`config.mk`:
```
export PLATFORM = sky130hd
export DESIGN_NAME = tmlc_ram
export DESIGN_NICKNAME = d
export VERILOG_FILES = /design/src/design/tmlc_ram.sv
export SDC_FILE = /design/constraint.sdc
export NUM_CORES = 1
export LEC_CHECK = 0
export BUFFER_PORTS_ARGS = -buffer_cell sky130_fd_sc_hd__buf_2
export CORE_ASPECT_RATIO = 1.75
export CORE_MARGIN = 8
export CORE_UTILIZATION = 50
export CTS_BUF_LIST = sky130_fd_sc_hd__clkbuf_4 sky130_fd_sc_hd__clkbuf_8
export CTS_CLUSTER_SIZE = 40
export DETAILED_ROUTE_END_ITERATION = 7
export PLACE_DENSITY_LB_ADDON = 0.08
export SYNTH_ARGS = -nofsm -noshare
export SYNTH_HDL_FRONTEND = slang
export SYNTH_SLANG_ARGS = --single-unit
```
`constraint.sdc`:
```
create_clock -name aclk -period 3.02 [get_ports aclk]
set_input_delay 0.604 -clock aclk [delete_from_list [all_inputs] [get_ports aclk]]
set_output_delay 0.604 -clock aclk [all_outputs]
set_load 0.02 [all_outputs]
```
`src/design/tmlc_ram.sv`:
```
// Generic single-port-write, single-read RAM with registered read data.
// No dependencies.
`timescale 1ns / 1ps
module tmlc_ram #(
    parameter int WIDTH = 8,
    parameter int DEPTH = 16
) (
    input  logic                     aclk,
    input  logic                     we,
    input  logic [$clog2(DEPTH)-1:0] waddr,
    input  logic [WIDTH-1:0]         wdata,
    input  logic [$clog2(DEPTH)-1:0] raddr,
    output logic [WIDTH-1:0]         rdata
);
    logic [WIDTH-1:0] mem [DEPTH];

    always_ff @(posedge aclk) begin
        if (we) begin
            mem[waddr] <= wdata;
        end
        rdata <= mem[raddr];
    end
endmodule
```
# Word level (Yosys, flattened, before mapping)
# Memories as Yosys holds them, arrays and structs flattened. A register that Yosys moved wholly into a read port is not among the register bits.
# Cells that the tools add are included.
# op_classes
muxes	2
# ops
operator	count
1-bit 2-to-1 mux	2
# word_totals
reg_bits	0
mem_bits_rw	128
inputBits	18
word_cells	3
n_memories	1
# memory_table
memory	depth	word_bits	read_ports	rd_clocked_by_memory_dff	write_ports	line_no	rtl
mem	16	8	1	1	1	15	logic [WIDTH-1:0] mem [DEPTH];

# Logic depth before layout (Yosys ltp)
# Gate-level depths: netlist (run 1).
# depth
word_depth	2
ltp_mapped	5
ltp_nobuf	3

# Least setup slack after synthesis (run 1)
# OpenSTA, ideal clock, no wires.
# synth_path
path_type	input to register
startpoint	in waddr[2]
endpoint	mem mem[0][0] (enable)
arrival_ns	1.714
path_slack_ns	0.923
path_stages	2
path_cell_list	or3b_2 -> nor3_1
# synth_rtl
item	line_no	rtl
from (decl)	10	input logic [$clog2(DEPTH)-1:0] waddr,
to (decl)	15	
# Straight into the memory's write port.

# Final worst setup path (run 1)
# layout_path
startpoint	in waddr[2]
endpoint	mem mem[2][0] (enable)
# Straight into the memory's write port.

==> results.yml, run 1 <==
layout:
  seqCellArea_mm2: 0.00400
  fillers: 799
  final_nets: 295
  final_common_cell: "edfxtp_1"
  area_growth_pct: 14.0
  multiInputGateArea_mm2: 0.00106
  finalInstanceArea_mm2: 0.00587
  diodes: 0
  drive_gt1_frac: 0.303
  final_cell_mix: "edfxtp_1 (128), buf_2 (25), mux4_2 (18), clkbuf_8 (17), a22oi_1 (16)"
timing:
  layout_setup_ws_ns: 1.19
  rsz0062_at_grt: "false"
  relSlewSlack: 0.426
  slew_violations: 0
  fmax_mhz: 547
  finalCritPeriodShare: 0.606
  setup_viol: 0
  hold_viol: 0
  fin_crit_ns: 1.83
  worst_pin_slew_ns: 0.858
  skew_ns: 0.00984
  setup_tns_ns: 0
synthesis:
  yosys.area.top_type: "edfxtp_1"
  synth_cell_types: 19
  syn_inst: 229
  synthArstFlopShare: 0
  ys_seq_area_frac: 0.778
  synth_top_area_frac: 0.747
  synthTopCellsByArea: "edfxtp_1 (75%), mux4_2 (7.9%), mux4_1 (7.1%)"
  yosys_warnings: 0
  avgSynthCellArea_um2: 22.5
  ys_seq_elements: 136
  synth_ff_type: "edfxtp_1"
  synth-edff-count: 128
  syn_area_mm2: 0.00515
  syn_nets: 247
critical_path:
  cp-start-kind: "primary input"
  worstPathArrival_ns: 1.88
  criticalPathCategory: "primary input to flop"
  end_kind: "flop"
  slowest_delay_ns: 0.65
  cpMaxStageDelayCell: "nor2_1"
  worstPathMaxFanout: 8
  worstPathRequired_ns: 3.08
  crit_chain: "buf_2, or3b_2, nor2_1"
clock_network:
  root_buffer: "clkbuf_8"
  cts_resized: 0
  cts.htree.levels: 4
  post-cts-setup-buffers: 0
  path_clk_slew_ns: 0.07
  clock_path_buffers: 2
  cts_buffers: 17
  cts_sinks: 136
  cts_hold_buffers: 0
  clk_latency_ns: 0.43
  tritoncts: "built"
grt:
  first_global_vias: 2572
  antenna_found_initial: 0
  grt_max_degree: 33
  met1_usage: 0.177
  gr-usage-met2: 0.269
  busiest_layer: "met2"
  grt.met3_usage: 0.0459
  track_usage: 0.156
  grt-ovfl-total: 0
  grt_pass1_wl_um: 15300
routing:
  wl_um: 10000
  wl_per_cell_um: 24.1
  firstDrtPassIters: 5
  via_count: 2425
  drtIter0Drc: 294
  antenna_left: 0
  vias_per_cell: 5.82
  drcViolationCount: 0
place:
  dpl_cell_area_mm2: 0.00546
  port_buffers: 25
  place_congestion: 0.842
  dpl.hpwl_um: 6610
  place_ws_ns: 0.724
pwr:
  irDropWorstVdd_mv: 0.411
  p_per_area_mw_per_mm2: 651
  p_leak_nw: 1.97
floorplan:
  rows: 49
  core_mm2: 0.0102
  dieArea_mm2: 0.0139
  chipWidth_um: 92.7
  io_pins: 26
  die_height_um: 150
  start_util: 0.506
outcome:
  outcome: "complete, no violations"
job:
  maxCapViolations: 0
hold_path:
  hp-class: "primary input to flop"
[through the flow]
step                      cells   util  power [mW]  hold WS (ns)
after global routing        417  0.576        3.93         0.538
final                       417  0.576        3.82         0.546
after CTS                   417  0.576        3.85         0.529
after floorplan             229      -        2.28         0.629
after global placement      385  0.537        2.37         0.645
after detailed placement    385  0.537        2.37         0.664
[registers in the layout, summed over array words and instances, names as in the netlist]
signal  count
rdata       8
mem       128
[cell usage after synthesis, types with 2 or more instances]
library cell	number
nand2_1	9
nand3b_1	2
mux4_1	14
edfxtp_1	128
a22oi_1	16
dfxtp_1	8
clkdlybuf4s25_2	3
nor3_1	4
nand2b_1	2
buf_2	3
mux4_2	18
nor2_1	13
buf_6	3
[where the power goes]
part / switching, mW / total [mW] / internal (mW)
sequential: 0.0113 / 2.12 / 2.11
combinational: 0.124 / 0.206 / 0.0821
clock: 0.666 / 1.49 / 0.827
total: 0.801 / 3.82 / 3.02
[per-layer routing]
layer | wire (µm) | vias up | share of wire
li1 | - | 1067 | -
met1 | 4120 | 1271 | 0.41
met2 | 5390 | 74 | 0.54
met3 | 404 | 13 | 0.040
met4 | 133 | 0 | 0.013
met5 | 0 | - | 0
[layout make-up]
| type | count | area share |
|---|---|---|
| Multi-Input combinational cell | 83 | 0.180 |
| Clock buffer | 19 | 0.0424 |
| Sequential cell | 136 | 0.682 |
| Tap cell | 127 | 0.0271 |
| Timing Repair Buffer | 39 | 0.0414 |
| Clock inverter | 13 | 0.0264 |
[worst max-delay path: cells and delay by family]
family,cells,cell delay [ns]
and+or+nand+nor,2,1.16
buffers and inverters,1,0.11
[logic make-up (layout without fill, tap and decap cells)]
kind of cell	Yosys count	in the layout	synth area share
compound gates	16	16	0.0233
buf+inv	10	71	0.0168
flops	136	136	0.778
mux	32	32	0.150
simple gates	35	35	0.0318
[final timing paths]
kind / start / to / slack (ns) / depth (start not counted)
min: wdata[2] / mem[6][2] / 0.55 / 1
max reg2reg: mem[5][0] / rdata[0] / 1.70 / 3
min reg2reg: mem[13][4] / rdata[4] / 0.67 / 3
max: waddr[2] / mem[2][0] / 1.19 / 3
Note: power is estimated with default switching activity, not from simulation.
==> run 2, diff against run 1 <==
==> constraint.sdc (replaced) <==
create_clock -name aclk -period 1.5 [get_ports aclk]
set_input_delay 0.3 -clock aclk [delete_from_list [all_inputs] [get_ports aclk]]
set_output_delay 0.3 -clock aclk [all_outputs]
set_load 0.02 [all_outputs]
==> run 2 against run 1 <==
  * Setup slack lost 1.1 ns
  * Largest power group unchanged
  * Utilization grew 1.2 points
  * Largest cell class unchanged
  * Sequential cell count is the same
  * Via count shrank 0.16%
  * Combinational power grew 110%
  * Final area grew 2.1%
  * Non-clock buffer count grew 15
  * Sequential share of layout area shrank 1.4 points
  * Die area is the same
  * Final cell count grew 3.6%
==> results.yml, run 2 (same netlist as run 1, synthesis figures left out) <==
critical_path:
  cpMaxStageDelayCell: "mux4_1"
  regToRegSetupSlack_ns: 0.14
  slowest_delay_ns: 0.51
  rr_endpoint: "rdata[2]"
  cp-start-kind: "flop"
  criticalPathCategory: "flop to flop"
  crit_chain: "mux4_1, a22oi_1, nand2_1"
  worstPathArrival_ns: 1.67
  worstPathRequired_ns: 1.81
  worstPathMaxFanout: 1
  end_kind: "flop"
  r2r.worst_path.cells: 3
  crit_buf_inv: 0
  startpoint: "mem[2][2]"
  timing.rr.start: "mem[2][2]"
  cpLargestDelayFamily: "multiplexers"
job:
  maxCapViolations: 0
clock_network:
  clock_path_buffers: 2
  cts_buffers: 17
  path_clk_slew_ns: 0.07
  post-cts-setup-buffers: 0
  root_buffer: "clkbuf_8"
  clk_latency_ns: 0.43
  cts_hold_buffers: 0
  cts.htree.levels: 4
  tritoncts: "built"
  cts_sinks: 136
  cts_resized: 0
grt:
  first_global_vias: 2582
  grt_max_degree: 17
  grt-ovfl-total: 0
  track_usage: 0.154
  antenna_found_initial: 0
  grt_pass1_wl_um: 15100
routing:
  wl_per_cell_um: 22.6
  drtIter0Drc: 190
  firstDrtPassIters: 4
  antenna_left: 0
  drcViolationCount: 0
  vias_per_cell: 5.60
  via_count: 2421
  wl_um: 9740
pwr:
  irDropWorstVdd_mv: 0.715
  fin_total_pwr_mw: 7.51
  p_int_mw: 5.91
  power_frac_seq: 0.568
  p_leak_nw: 2.05
  p_per_area_mw_per_mm2: 1250
  netSwitchingFraction: 0.213
  switching_power_mw: 1.60
  clkPwrFrac: 0.373
  combPwrFrac: 0.059
timing:
  finalCritPeriodShare: 0.907
  relSlewSlack: 0.443
  worst_pin_slew_ns: 0.834
  rsz0062_at_grt: "false"
  fin_crit_ns: 1.36
  setup_viol: 0
  hold_viol: 0
  fmax_mhz: 735
  skew_ns: 0.00854
  slew_violations: 0
place:
  dpl.hpwl_um: 6660
  port_buffers: 25
  dp.cells: 400
  place_congestion: 0.735
layout:
  instances_no_fill: 432
  final_nets: 310
  top_register: "mem"
  final_cell_mix: "edfxtp_1 (128), buf_2 (25), buf_4 (25), mux4_2 (18), clkbuf_8 (17)"
  largest_reg_flops: 128
  final_common_cell: "edfxtp_1"
  drive_gt1_frac: 0.344
  diodes: 0
  area_growth_pct: 16.4
  top_regs: "mem x128, rdata x8"
  fillers: 768
floorplan:
  dieArea_mm2: 0.0139
  chipWidth_um: 92.7
  core_mm2: 0.0102
  die_height_um: 150
  io_pins: 26
  rows: 49
  start_util: 0.506
hold_path:
  hp-class: "primary input to flop"
  min-delay-start: "wdata[2]"
  whs_path_depth: 1
  holdPathEnd: "mem[6][2]"
outcome:
  outcome: "complete, no violations"
## run 2: changes by cell type in the layout (fill, tap and decap cells not counted), moves of 2 or more
| cell | delta |
|---|---|
| buf_4 | +12 |
| clkinv_2 | +4 |
| clkinv_4 | -2 |
| buf_12 | +3 |
## run 2: worst max-delay path by stage
stage | cells after the start | endpoint | slack (ns)
final | 3 | rdata[2] | 0.14
after detailed placement | 5 | rdata[2] | -0.27
after CTS | 3 | rdata[2] | 0.1
after floorplan | 2 | mem[3][0] | -0.07
after global placement | 5 | rdata[2] | -0.24
after global routing | 3 | rdata[2] | 0.05
## run 2: cell type report
cell class / count / area, µm² / area share
sequential: 136 / 4000 / 0.668
multi-input combinational: 83 / 1060 / 0.177
timing repair buffer: 54 / 393 / 0.0656
clock buffer: 18 / 241 / 0.0403
tap: 127 / 159 / 0.0265
clock inverter: 14 / 133 / 0.0221
## run 2: metal layers
metal	track usage	routed length [µm]
met5	0	0
met1	0.172	3890
met2	0.263	5320
met4	0.0535	111
met3	0.0554	422
## run 2: power by group through the flow
stage                     clock network (mW)  logic (mW)  registers (mW)
after detailed placement                   0       0.451            4.35
after global placement                     0       0.444            4.35
final                                   2.80       0.441            4.27
after global routing                    3.02       0.479            4.27
after CTS                               2.86       0.451            4.27
after floorplan                            0       0.216            4.38
## run 2: per-stage QoR
step / hold WS (ns) / util / setup slack (ns) / setup TNS (ns) / cell area (µm²)
after detailed placement: 0.664 / 0.552 / -0.266 / -3.34 / 5620
after global routing: 0.224 / 0.589 / 0.0500 / 0 / 5990
final: 0.243 / 0.589 / 0.140 / 0 / 5990
after global placement: 0.647 / 0.552 / -0.241 / -2.51 / 5620
after CTS: 0.221 / 0.589 / 0.0950 / 0 / 5990
after floorplan: 0.399 / - / -0.0661 / -1.98 / 5150
